$ cat config.mk
export PLATFORM = sky130hd
export DESIGN_NAME = bytes_escape_decoder
export DESIGN_NICKNAME = d
export VERILOG_FILES = /design/src/sv/bed_pkg.sv /design/src/sv/bed_in_stage.sv /design/src/sv/bed_decode.sv /design/src/sv/bed_out_fifo.sv /design/src/sv/bytes_escape_decoder.sv
export SDC_FILE = /design/constraint.sdc
export NUM_CORES = 1
export LEC_CHECK = 0
export BUFFER_PORTS_ARGS = -buffer_cell sky130_fd_sc_hd__buf_2
export CAP_MARGIN = 20
export CORE_UTILIZATION = 55
export DETAILED_ROUTE_END_ITERATION = 10
export MAX_ROUTING_LAYER = met4
export PLACE_DENSITY = 0.75
export REMOVE_ABC_BUFFERS = 1
export SYNTH_ARGS = -nofsm -noshare
export SYNTH_HDL_FRONTEND = slang
export SYNTH_HIERARCHICAL = 1
export SYNTH_SLANG_ARGS = --single-unit
$ cat constraint.sdc
create_clock -name clk_i -period 3.6 [get_ports clk_i]
set_input_delay 0 -clock clk_i [delete_from_list [all_inputs] [get_ports clk_i]]
set_output_delay 0 -clock clk_i [all_outputs]
set_load 0.02 [all_outputs]
$ cat src/sv/bed_pkg.sv
// ----------------------------------------------------------------------------
// Byte escape decoder package
// Shared word types, decoder state codes and character lookup functions.
// ----------------------------------------------------------------------------
package bed_pkg;

  // One source character of a literal body.
  typedef struct packed {
    logic [7:0] in_char;
    logic       raw;
    logic       in_last;
  } in_data_t;

  // One decoded result word.
  typedef struct packed {
    logic [7:0] out_byte;
    logic       bad_escape;
    logic       out_last;
  } out_data_t;

  // Decoder mode; code 7 is unused and behaves as idle.
  typedef enum logic [2:0] {
    MODE_IDLE = 3'd0,
    MODE_ESC  = 3'd1,
    MODE_OCT1 = 3'd2,
    MODE_OCT2 = 3'd3,
    MODE_HEX0 = 3'd4,
    MODE_HEX1 = 3'd5,
    MODE_DROP = 3'd6
  } mode_e;

  // Up to two result words produced by one character.
  typedef struct packed {
    logic [1:0] n;
    out_data_t  r0;
    out_data_t  r1;
  } push_t;

  localparam int unsigned FIFO_DEPTH = 3;

  localparam logic [7:0] CHAR_BSL = 8'h5C;
  localparam logic [7:0] CHAR_X   = 8'h78;
  localparam logic [7:0] CHAR_0   = 8'h30;
  localparam logic [7:0] CHAR_7   = 8'h37;

  // Simple escape lookup: bit 8 set on a hit, low byte is the control code.
  function automatic logic [8:0] esc_lookup(input logic [7:0] c);
    logic [8:0] r;
    r = 9'd0;
    case (c)
      8'h61:    r = {1'b1, 8'd7};   // a
      8'h62:    r = {1'b1, 8'd8};   // b
      8'h66:    r = {1'b1, 8'd12};  // f
      8'h6E:    r = {1'b1, 8'd10};  // n
      8'h72:    r = {1'b1, 8'd13};  // r
      8'h74:    r = {1'b1, 8'd9};   // t
      8'h76:    r = {1'b1, 8'd11};  // v
      CHAR_BSL: r = {1'b1, CHAR_BSL};
      default:  r = 9'd0;
    endcase
    return r;
  endfunction

  // Hex digit value; bit 4 set means the character is not a hex digit.
  function automatic logic [4:0] hex_value(input logic [7:0] c);
    logic [4:0] r;
    r = 5'h10;
    if (c >= 8'h30 && c <= 8'h39) begin
      r = 5'(c - 8'h30);
    end else if (c >= 8'h41 && c <= 8'h46) begin
      r = 5'(c - 8'h41 + 8'd10);
    end else if (c >= 8'h61 && c <= 8'h66) begin
      r = 5'(c - 8'h61 + 8'd10);
    end
    return r;
  endfunction

endpackage

$ cat src/sv/bed_in_stage.sv
// ----------------------------------------------------------------------------
// Byte escape decoder input stage
// Registers one incoming character word and holds it until it is decoded.
// ----------------------------------------------------------------------------
module bed_in_stage (
  input  logic              clk_i,
  input  logic              rst_ni,
  input  logic              in_valid_i,
  output logic              in_ready_o,
  input  bed_pkg::in_data_t in_data_i,
  input  logic              fire_i,
  output logic              valid_o,
  output bed_pkg::in_data_t data_o
);
  import bed_pkg::*;

  logic     valid_q, valid_d;
  in_data_t data_q;
  logic     load;

  // The register can take a new word when empty or when its word leaves now.
  assign in_ready_o = !valid_q || fire_i;
  assign load       = in_valid_i && in_ready_o;
  assign valid_d    = load || (valid_q && !fire_i);

  always_ff @(posedge clk_i or negedge rst_ni) begin
    if (!rst_ni) begin
      valid_q <= 1'b0;
    end else begin
      valid_q <= valid_d;
    end
  end

  always_ff @(posedge clk_i) begin
    if (load) begin
      data_q <= in_data_i;
    end
  end

  assign valid_o = valid_q;
  assign data_o  = data_q;

endmodule

$ cat src/sv/bed_decode.sv
// ----------------------------------------------------------------------------
// Byte escape decoder core
// Holds the escape mode and digit accumulator and turns one character into
// zero, one or two result words.
// ----------------------------------------------------------------------------
module bed_decode (
  input  logic              clk_i,
  input  logic              rst_ni,
  input  logic              fire_i,
  input  bed_pkg::in_data_t data_i,
  output bed_pkg::push_t    push_o
);
  import bed_pkg::*;

  mode_e      mode_q, mode_d;
  logic [8:0] accum_q, accum_d;
  push_t      res;
  logic [7:0] c;
  logic       is_oct;
  logic [8:0] esc;
  logic [4:0] hex;
  logic [8:0] oct_acc;
  logic       err;
  logic       skip_last;

  assign c       = data_i.in_char;
  assign is_oct  = (c >= CHAR_0) && (c <= CHAR_7);
  assign esc     = esc_lookup(c);
  assign hex     = hex_value(c);
  assign oct_acc = {accum_q[5:0], c[2:0]};

  // Next mode, accumulator and result words for the held character.
  always_comb begin
    mode_d    = mode_q;
    accum_d   = accum_q;
    res       = '0;
    err       = 1'b0;
    skip_last = 1'b0;

    if (mode_q == MODE_DROP) begin
      // Everything up to the end of the literal is discarded.
      skip_last = 1'b1;
      if (data_i.in_last) begin
        mode_d = MODE_IDLE;
      end
    end else if (data_i.raw) begin
      res.n          = 2'd1;
      res.r0.out_byte = c;
      mode_d         = MODE_IDLE;
      accum_d        = 9'd0;
    end else begin
      unique case (mode_q)
        MODE_ESC: begin
          if (esc[8]) begin
            res.n           = 2'd1;
            res.r0.out_byte = esc[7:0];
            mode_d          = MODE_IDLE;
          end else if (is_oct) begin
            accum_d = {6'd0, c[2:0]};
            mode_d  = MODE_OCT1;
            if (data_i.in_last) begin
              res.n           = 2'd1;
              res.r0.out_byte = {5'd0, c[2:0]};
              mode_d          = MODE_IDLE;
            end
          end else if (c == CHAR_X) begin
            if (data_i.in_last) begin
              err = 1'b1;
            end else begin
              mode_d = MODE_HEX0;
            end
          end else begin
            // Unknown escape keeps both the backslash and the character.
            res.n           = 2'd2;
            res.r0.out_byte = CHAR_BSL;
            res.r1.out_byte = c;
            mode_d          = MODE_IDLE;
          end
        end
        MODE_OCT1, MODE_OCT2: begin
          if (is_oct) begin
            accum_d = oct_acc;
            if (mode_q == MODE_OCT2 || data_i.in_last) begin
              res.n           = 2'd1;
              res.r0.out_byte = oct_acc[7:0];
              mode_d          = MODE_IDLE;
            end else begin
              mode_d = MODE_OCT2;
            end
          end else begin
            // Octal ended early: emit it, then treat the character as plain.
            res.n           = 2'd1;
            res.r0.out_byte = accum_q[7:0];
            if (c == CHAR_BSL && !data_i.in_last) begin
              mode_d = MODE_ESC;
            end else begin
              res.n           = 2'd2;
              res.r1.out_byte = c;
              mode_d          = MODE_IDLE;
            end
          end
        end
        MODE_HEX0: begin
          if (hex[4] || data_i.in_last) begin
            err = 1'b1;
          end else begin
            accum_d = {5'd0, hex[3:0]};
            mode_d  = MODE_HEX1;
          end
        end
        MODE_HEX1: begin
          if (hex[4]) begin
            err = 1'b1;
          end else begin
            res.n           = 2'd1;
            res.r0.out_byte = {accum_q[3:0], hex[3:0]};
            mode_d          = MODE_IDLE;
          end
        end
        default: begin
          if (c == CHAR_BSL && !data_i.in_last) begin
            mode_d = MODE_ESC;
          end else begin
            res.n           = 2'd1;
            res.r0.out_byte = c;
            mode_d          = MODE_IDLE;
          end
        end
      endcase

      if (err) begin
        // A malformed hex escape gives one error word and drops the rest.
        skip_last          = 1'b1;
        res                = '0;
        res.n              = 2'd1;
        res.r0.bad_escape  = 1'b1;
        res.r0.out_last    = 1'b1;
        accum_d            = 9'd0;
        mode_d             = data_i.in_last ? MODE_IDLE : MODE_DROP;
      end
    end

    // The end of the literal resets the state and marks its last word.
    if (data_i.in_last && !skip_last) begin
      mode_d  = MODE_IDLE;
      accum_d = 9'd0;
      if (res.n == 2'd2) begin
        res.r1.out_last = 1'b1;
      end else if (res.n == 2'd1) begin
        res.r0.out_last = 1'b1;
      end
    end
  end

  always_ff @(posedge clk_i or negedge rst_ni) begin
    if (!rst_ni) begin
      mode_q  <= MODE_IDLE;
      accum_q <= 9'd0;
    end else if (fire_i) begin
      mode_q  <= mode_d;
      accum_q <= accum_d;
    end
  end

  // Result words are only pushed when the character is consumed.
  always_comb begin
    push_o = res;
    if (!fire_i) begin
      push_o.n = 2'd0;
    end
  end

endmodule

$ cat src/sv/bed_out_fifo.sv
// ----------------------------------------------------------------------------
// Byte escape decoder output queue
// Three-entry result register queue that takes up to two words per cycle
// and presents one word per cycle on the output channel while out_ready_i is high.
// ----------------------------------------------------------------------------
module bed_out_fifo (
  input  logic               clk_i,
  input  logic               rst_ni,
  input  bed_pkg::push_t     push_i,
  output logic               room_o,
  output logic               out_valid_o,
  input  logic               out_ready_i,
  output bed_pkg::out_data_t out_data_o
);
  import bed_pkg::*;

  localparam logic [1:0] LAST_PTR = 2'(FIFO_DEPTH - 1);

  out_data_t  mem_q [FIFO_DEPTH];
  logic [1:0] count_q, count_d;
  logic [1:0] rd_ptr_q, rd_ptr_d;
  logic [1:0] wr_ptr_q, wr_ptr_d;
  logic [1:0] wr_ptr_p1;
  logic       pop;

  function automatic logic [1:0] ptr_inc(input logic [1:0] p);
    return (p == LAST_PTR) ? 2'd0 : p + 2'd1;
  endfunction

  // Room for a full pair of words, independent of the output side.
  assign room_o      = (count_q <= 2'd1);
  assign out_valid_o = (count_q != 2'd0);
  assign out_data_o  = mem_q[rd_ptr_q];
  assign pop         = out_valid_o && out_ready_i;

  // Pointer and fill count updates.
  always_comb begin
    wr_ptr_p1 = ptr_inc(wr_ptr_q);
    count_d   = count_q - {1'b0, pop} + push_i.n;
    rd_ptr_d  = pop ? ptr_inc(rd_ptr_q) : rd_ptr_q;
    case (push_i.n)
      2'd1:    wr_ptr_d = wr_ptr_p1;
      2'd2:    wr_ptr_d = ptr_inc(wr_ptr_p1);
      default: wr_ptr_d = wr_ptr_q;
    endcase
  end

  always_ff @(posedge clk_i or negedge rst_ni) begin
    if (!rst_ni) begin
      count_q  <= 2'd0;
      rd_ptr_q <= 2'd0;
      wr_ptr_q <= 2'd0;
    end else begin
      count_q  <= count_d;
      rd_ptr_q <= rd_ptr_d;
      wr_ptr_q <= wr_ptr_d;
    end
  end

  // Result word storage.
  always_ff @(posedge clk_i) begin
    if (push_i.n != 2'd0) begin
      mem_q[wr_ptr_q] <= push_i.r0;
    end
    if (push_i.n == 2'd2) begin
      mem_q[wr_ptr_p1] <= push_i.r1;
    end
  end

`ifndef SYNTHESIS
  // A push never overfills the queue.
  a_no_overflow: assert property (@(posedge clk_i) disable iff (!rst_ni)
    ({1'b0, count_q} + {1'b0, push_i.n}) <= 3'(FIFO_DEPTH))
    else $error("output queue overflow");

  // An error word is always zero and closes the literal.
  a_err_word: assert property (@(posedge clk_i) disable iff (!rst_ni)
    out_valid_o && out_data_o.bad_escape |->
      out_data_o.out_last && (out_data_o.out_byte == 8'd0))
    else $error("malformed error word");

  // From empty, at most two words can arrive in one cycle.
  a_empty_step: assert property (@(posedge clk_i) disable iff (!rst_ni)
    count_q == 2'd0 |=> count_q <= 2'd2)
    else $error("fill count jumped from empty");
`endif

endmodule

$ cat src/sv/bytes_escape_decoder.sv
// ----------------------------------------------------------------------------
// Byte-literal escape decoder
// Decodes a byte-string literal body one character per word, resolving
// simple, octal and hex escapes and flagging malformed hex escapes.
// ----------------------------------------------------------------------------
//  channel | direction | handshake                | word
//  --------+-----------+--------------------------+------------------------
//  in      | input     | in_valid_i / in_ready_o  | in_char, raw, in_last
//  out     | output    | out_valid_o / out_ready_i| out_byte, bad_escape,
//          |           |                          | out_last
//
// One character is decoded per cycle while the output queue has room; a
// character that yields two bytes places two words on the output channel.
// A character passes through the input register, then the output queue.
// The input side stalls only while the three-entry output queue holds two
// or more words; in_ready_o does not depend on out_ready_i.
// Reset clears the escape mode, the digit accumulator and both valid paths.
// ----------------------------------------------------------------------------
module bytes_escape_decoder (
  input  logic               clk_i,
  input  logic               rst_ni,
  input  logic               in_valid_i,
  output logic               in_ready_o,
  input  bed_pkg::in_data_t  in_data_i,
  output logic               out_valid_o,
  input  logic               out_ready_i,
  output bed_pkg::out_data_t out_data_o
);
  import bed_pkg::*;

  logic     held_valid;
  in_data_t held_data;
  logic     room;
  logic     fire;
  push_t    push;

  // A held character is decoded when the queue has room for two words.
  assign fire = held_valid && room;

  bed_in_stage u_in_stage (
    .clk_i      (clk_i),
    .rst_ni     (rst_ni),
    .in_valid_i (in_valid_i),
    .in_ready_o (in_ready_o),
    .in_data_i  (in_data_i),
    .fire_i     (fire),
    .valid_o    (held_valid),
    .data_o     (held_data)
  );

  bed_decode u_decode (
    .clk_i  (clk_i),
    .rst_ni (rst_ni),
    .fire_i (fire),
    .data_i (held_data),
    .push_o (push)
  );

  bed_out_fifo u_out_fifo (
    .clk_i       (clk_i),
    .rst_ni      (rst_ni),
    .push_i      (push),
    .room_o      (room),
    .out_valid_o (out_valid_o),
    .out_ready_i (out_ready_i),
    .out_data_o  (out_data_o)
  );

endmodule

### Word level (Yosys, flattened, before mapping)

Memories as Yosys holds them, arrays and structs flattened.
Cells that the tools add are included.

* bits in registers: 28
* bits in writable memories: 30
* output and inout port bits: 12
* logic and storage cells: 160
* memories: 1

* $add $sub $neg: 10
* order comparisons: 8
* equal/unequal tests: 31
* muxes and demuxes: 76
* reductions and logical operators: 25

Memories
* u_out_fifo.mem_q: depth 3, width 10, rd ports 1, clocked after memory_dff 0, wr ports 2, RTL line bed_out_fifo.sv:19 `out_data_t mem_q [FIFO_DEPTH];`

Operators by type and width (count)
* $mux 8: 13
* $eq 8x7->1 const B: 9
* $pmux 9 s8: 1
* $mux 10: 5
* $mux 22: 2
* $pmux 10 s4: 1
* $mux 3: 13
* $mux 9: 4
* $pmux 8 s3: 1
* $mux 1: 21
* $ge 8x7->1 const B: 2
* $le 8x6->1 const B: 2
* $le 8x7->1 const B: 2
* $pmux 8 s2: 1
* $mux 5: 3
* $mux 2: 7
* $mux 12: 1
* $pmux 3 s4: 1
* $add 5x4->5 const B: 2
* $eq 2x2->1 const B: 5
* $logic_and 1x1->1: 10
* $ne 5x2->1 const B: 2
* $ne 5x5->1 const B: 2
* $sub 5x1->5 const B: 2
* 24 further kinds: 38

### Depth between registers and ports, before layout

* word-level depth: 17
* gate-level depth with buffers: 14
* mapped depth without buffers: 12

### Cells and area by module

Netlist, hierarchy kept.

By module, submodules not included
* bed_decode: instances 1, cells an instance 270, area an instance 1883.1 um^2, seq. area each 275.3 um^2
* bed_out_fifo: instances 1, cells an instance 138, area an instance 1874.3 um^2, seq. area each 1051.0 um^2
* bed_in_stage: instances 1, cells an instance 14, area an instance 354.1 um^2, seq. area each 325.3 um^2
* bytes_escape_decoder: instances 1, cells an instance 1, area an instance 6.3 um^2, seq. area each 0.0 um^2

### Worst setup path after synthesis

Ideal clock, no wire load.

* path type: register to register
* start point: reg u_in_stage.data_q (netlist bit u_in_stage/data_o[2])
* end point: mem u_out_fifo/mem_q[1][0] (netlist bit), enable pin
* data arrival time: 3462 ps
* setup slack: -255 ps
* stages on the path, launching flop included: 14
* buffers on the path: 1
* clock period less this slack: 3855 ps
* cell sequence: edfxtp_1 clkbuf_1 inv_1 ha_1 nand4b_1 nor2_1 nor3_2 nand2_1 a2111oi_0 a21oi_1 inv_1 ha_1 nor2_1 a211oi_1

RTL lines
* start, declared: RTL line bed_in_stage.sv:18 `in_data_t data_q;`
* start signal, assigned: RTL line bed_in_stage.sv:36 `data_q <= in_data_i;`
* end, declared: RTL line bed_out_fifo.sv:19

==> summary.md <==
| Metric | Value |
|---|---|
| Top cells by count, synth | nand2_1 (42), edfxtp_1 (40), mux2_2 (32) |
| Fin worst setup slack | 0.248 ns |
| Htree depth | 3 |
| Top cells by area, synth | edfxtp_1 (29%), dfrtp_1 (11%), mux2_2 (8.8%), nand2_1 (3.8%), mux2i_1 (2.9%) |
| Status | finished, final reports clean |
| Compound-Gate Fraction of Synth Area | 17.8% |
| Tightest Pin Transition | 0.662 ns |
| Clock Sinks | 58 |
| Post-Synth Adder-Cell Area | 2.43% |
| Nets@finish | 494 |
| Area fraction of the dominant cell type after synthesis | 29.2% |
| CTS tree | yes |
| Clock tree buffer depth | 2 |
| Pin count of the biggest net entering global routing | 24 |
| XOR/XNOR Fraction of Synth Area | 1.70% |
| Share of cells above drive strength 1 | 26.8% |
| Routed WL per cell | 17.6 um |
| Synth Area in Simple Gates | 20.4% |
| Hold crit path type | in2async |
| Post-synthesis cell type count | 76 |
| Final Slew Violations | 0 |
| Drt pass-1 iters | 5 |
| Detail Placement HPWL | 7440 um |
| Largest family of logic cells by synthesized area | simple AND/OR/NAND/NOR gates |
| Hold_ws | 0.113 ns |
| Drt drc | 0 |
| CTS buffer count | 9 |
| Clock Tree Root | clkbuf_8 |
| CTS clk-pin slew, worst paths | 0.07 ns |
| Area delta synth->final | 16.0% |
| Critical path arrival | 3.40 ns |
| Die width | 88.5 um |
| Count of buffers from port buffering | 25 |
| Final hold violations | 0 |
| #FFs+latches synth | 58 |
| RSZ-0062 raised after global routing | no |
| Commonest register cell after synthesis | edfxtp_1 |
| Setup Fix Bufs, Post-CTS | 0 |
| DR vias | 3,495 |
| First-pass GRT wire length | 16,600 um |
| RePlAce Congestion | 1.06 |
| GRT Overall Usage | 29.4% |
| Avg Inst Size Synth | 9.73 um^2 |
| Drt initial violations | 302 |
| Max_cap viols | 0 |
| Core outline area | 7250 um^2 |
| Synth Instances | 423 |
| DR vias/cell | 6.07 |
| Synth warn | 6 |
| Crit start category | register |
| Post-Syn Area | 4120 um^2 |
| Initial antenna violation count | 0 |
| Post-synth ARST share | 31.0% |
| Kind of critical path | reg2reg |
| Routed Antenna Nets | 0 |
| F_max | 298 MHz |
| Post-synth EDFFs | 40 |
| Die area | 7840 um^2 |
| Initial core utilization | 56.8% |
| VDD IR-drop max | 0.410 mV |
| Power Dens Cells | 631 nW/um^2 |
| Slew HR | 55.5% |
| Minimum clock period | 3.35 ns |
| Worst Skew | 0.00875 ns |
| P_leak | 1.83 nW |
| Overflow after GRT | 0 |
| CP Max Fanout | 11 |
| Final period util | 93.1% |
| Critical path required time | 3.64 ns |
| Top-count cell post-synth | nand2_1 |
| Sequential element share of the synthesized area | 40.1% |
| Ant diodes | 0 |
| Final Setup Violations | 0 |
| Placement Setup Slack | -0.151 ns |
| Mux contribution to synthesized area | 11.7% |
| # IOs | 26 |
| Die H | 88.5 um |
| Number of cell rows | 31 |
| Filler instances | 601 |
| Number of global-route vias before repair | 3,373 |
| Area leader, netlist | edfxtp_1 |
| Crit. End Element | register |
| Worst skew pair latency | 0.34 ns |
| Total Routed Length | 10,200 um |
-- state kept, by name, summed over array words and instances, names as in the netlist --
| register | cells |
|---|---|
| u_decode/mode_q | 3 |
| u_decode/accum_q | 8 |
| u_out_fifo/mem_q | 30 |
| u_in_stage/valid_o | 1 |
| u_out_fifo/rd_ptr_q | 2 |
| u_out_fifo/count_q | 2 |
| u_in_stage/data_o | 10 |
| u_out_fifo/wr_ptr_q | 2 |
-- layout make-up --
cell class | count | area (um^2) | area share [%]
inverter | 21 | 78.8 | 1.65
sequential | 58 | 1650 | 34.6
timing repair buffer | 69 | 502 | 10.5
clock buffer | 10 | 128 | 2.67
tap | 99 | 124 | 2.59
multi-input combinational | 313 | 2260 | 47.3
clock inverter | 6 | 33.8 | 0.708
-- logic make-up (layout without fill, tap and decap cells) --
logic type | count (synthesis) | count (layout)
simple gates | 146 | 146
compound gates | 106 | 106
flops | 58 | 58
buf+inv | 52 | 106
mux | 44 | 44
fa+ha+maj | 8 | 8
xor+xnor | 8 | 8
other cells | 1 | 1
-- what timing repair did --
item | in CTS | in global routing
endpoints found under the hold margin | 29 | 0
hold buffers | 12 | 0
resized for setup | 2 | 5
endpoints found under the setup margin | 60 | 45
pin swaps | 0 | 1
-- routing by layer --
| layer | up-vias | track usage, % | wire (um) |
|---|---|---|---|
| met5 | - | - | 0 |
| met4 | 0 | 14.7 | 321 |
| met3 | 38 | 5.32 | 604 |
| met2 | 143 | 46.6 | 4800 |
| met1 | 1639 | 36.0 | 4420 |
| li1 | 1675 | - | - |
-- metrics by stage --
step / power, mW / std cells / util [%] / TNS (ns) / area, um^2
6_report: 3.01 / 576 / 65.8 / 0 / 4770
5_1_grt: 3.23 / 576 / 65.8 / 0 / 4770
4_1_cts: 3.01 / 576 / 65.4 / 0 / 4740
3_5_place_dp: 2.49 / 548 / 61.4 / -4.62 / 4460
3_3_place_gp: 2.44 / 548 / 61.4 / 0 / 4460
2_1_floorplan: 2.03 / 392 / - / -3.46 / 3960
-- worst max-delay path, cell delays in order, from the launching register on --
cell and delay, ns:
edfxtp_1 0.38, inv_1 0.11, ha_1 0.29, nand4b_1 0.16, nor2_1 0.08, nor3_2 0.27, nand2_1 0.17, a2111oi_4 0.44
a21oi_1 0.15, inv_1 0.10, ha_2 0.22, buf_4 0.14, nand3b_4 0.17, o31ai_1 0.14, buf_4 0.24
-- worst paths after layout --
kind                       slack (ns)  cells past startpoint                                 end                             from
max                              0.25                     14    u_out_fifo/mem_q[2][2]$_DFFE_PP_   u_in_stage/data_o[2]$_DFFE_PP_
min                              0.11                      2  u_out_fifo/rd_ptr_q[0]$_DFFE_PN0P_                           rst_ni
max reg2reg                      0.25                     14    u_out_fifo/mem_q[2][2]$_DFFE_PP_   u_in_stage/data_o[2]$_DFFE_PP_
min reg2reg                      0.51                      2     u_decode/accum_q[7]$_DFFE_PN0P_  u_decode/accum_q[7]$_DFFE_PN0P_
max in group asynchronous        3.21                      2     u_decode/accum_q[7]$_DFFE_PN0P_                           rst_ni
min in group clk_i               0.13                      3  u_out_fifo/rd_ptr_q[0]$_DFFE_PN0P_                      out_ready_i
-- report_power, final --
| part | leakage [nW] | switching [mW] | internal (mW) |
|---|---|---|---|
| Sequential | 0.609 | 0.183 | 0.957 |
| Clock | 0.0795 | 0.260 | 0.243 |
| Combinational | 1.14 | 0.784 | 0.588 |
-- cell usage in the layout, fill, tap and decap left out, types with 6 or more instances in the layout --
| cell | Yosys | routed |
|---|---|---|
| a21oi_1 | 20 | 20 |
| edfxtp_1 | 40 | 40 |
| nor3_1 | 12 | 11 |
| buf_2 | 6 | 25 |
| and2_1 | 6 | 6 |
| mux2_2 | 32 | 32 |
| dfrtp_1 | 18 | 18 |
| nand2b_1 | 9 | 9 |
| nor2b_1 | 8 | 8 |
| buf_4 | 6 | 30 |
| o21ai_0 | 24 | 24 |
| nor2_1 | 16 | 16 |
| clkbuf_8 | 0 | 9 |
| ha_1 | 8 | 7 |
| mux2i_1 | 12 | 12 |
| inv_1 | 21 | 21 |
| dlygate4sd3_1 | 0 | 12 |
| o22ai_1 | 7 | 7 |
| nand2_1 | 42 | 42 |
| nand3_1 | 12 | 12 |
Power figures use the tool's default switching activity.
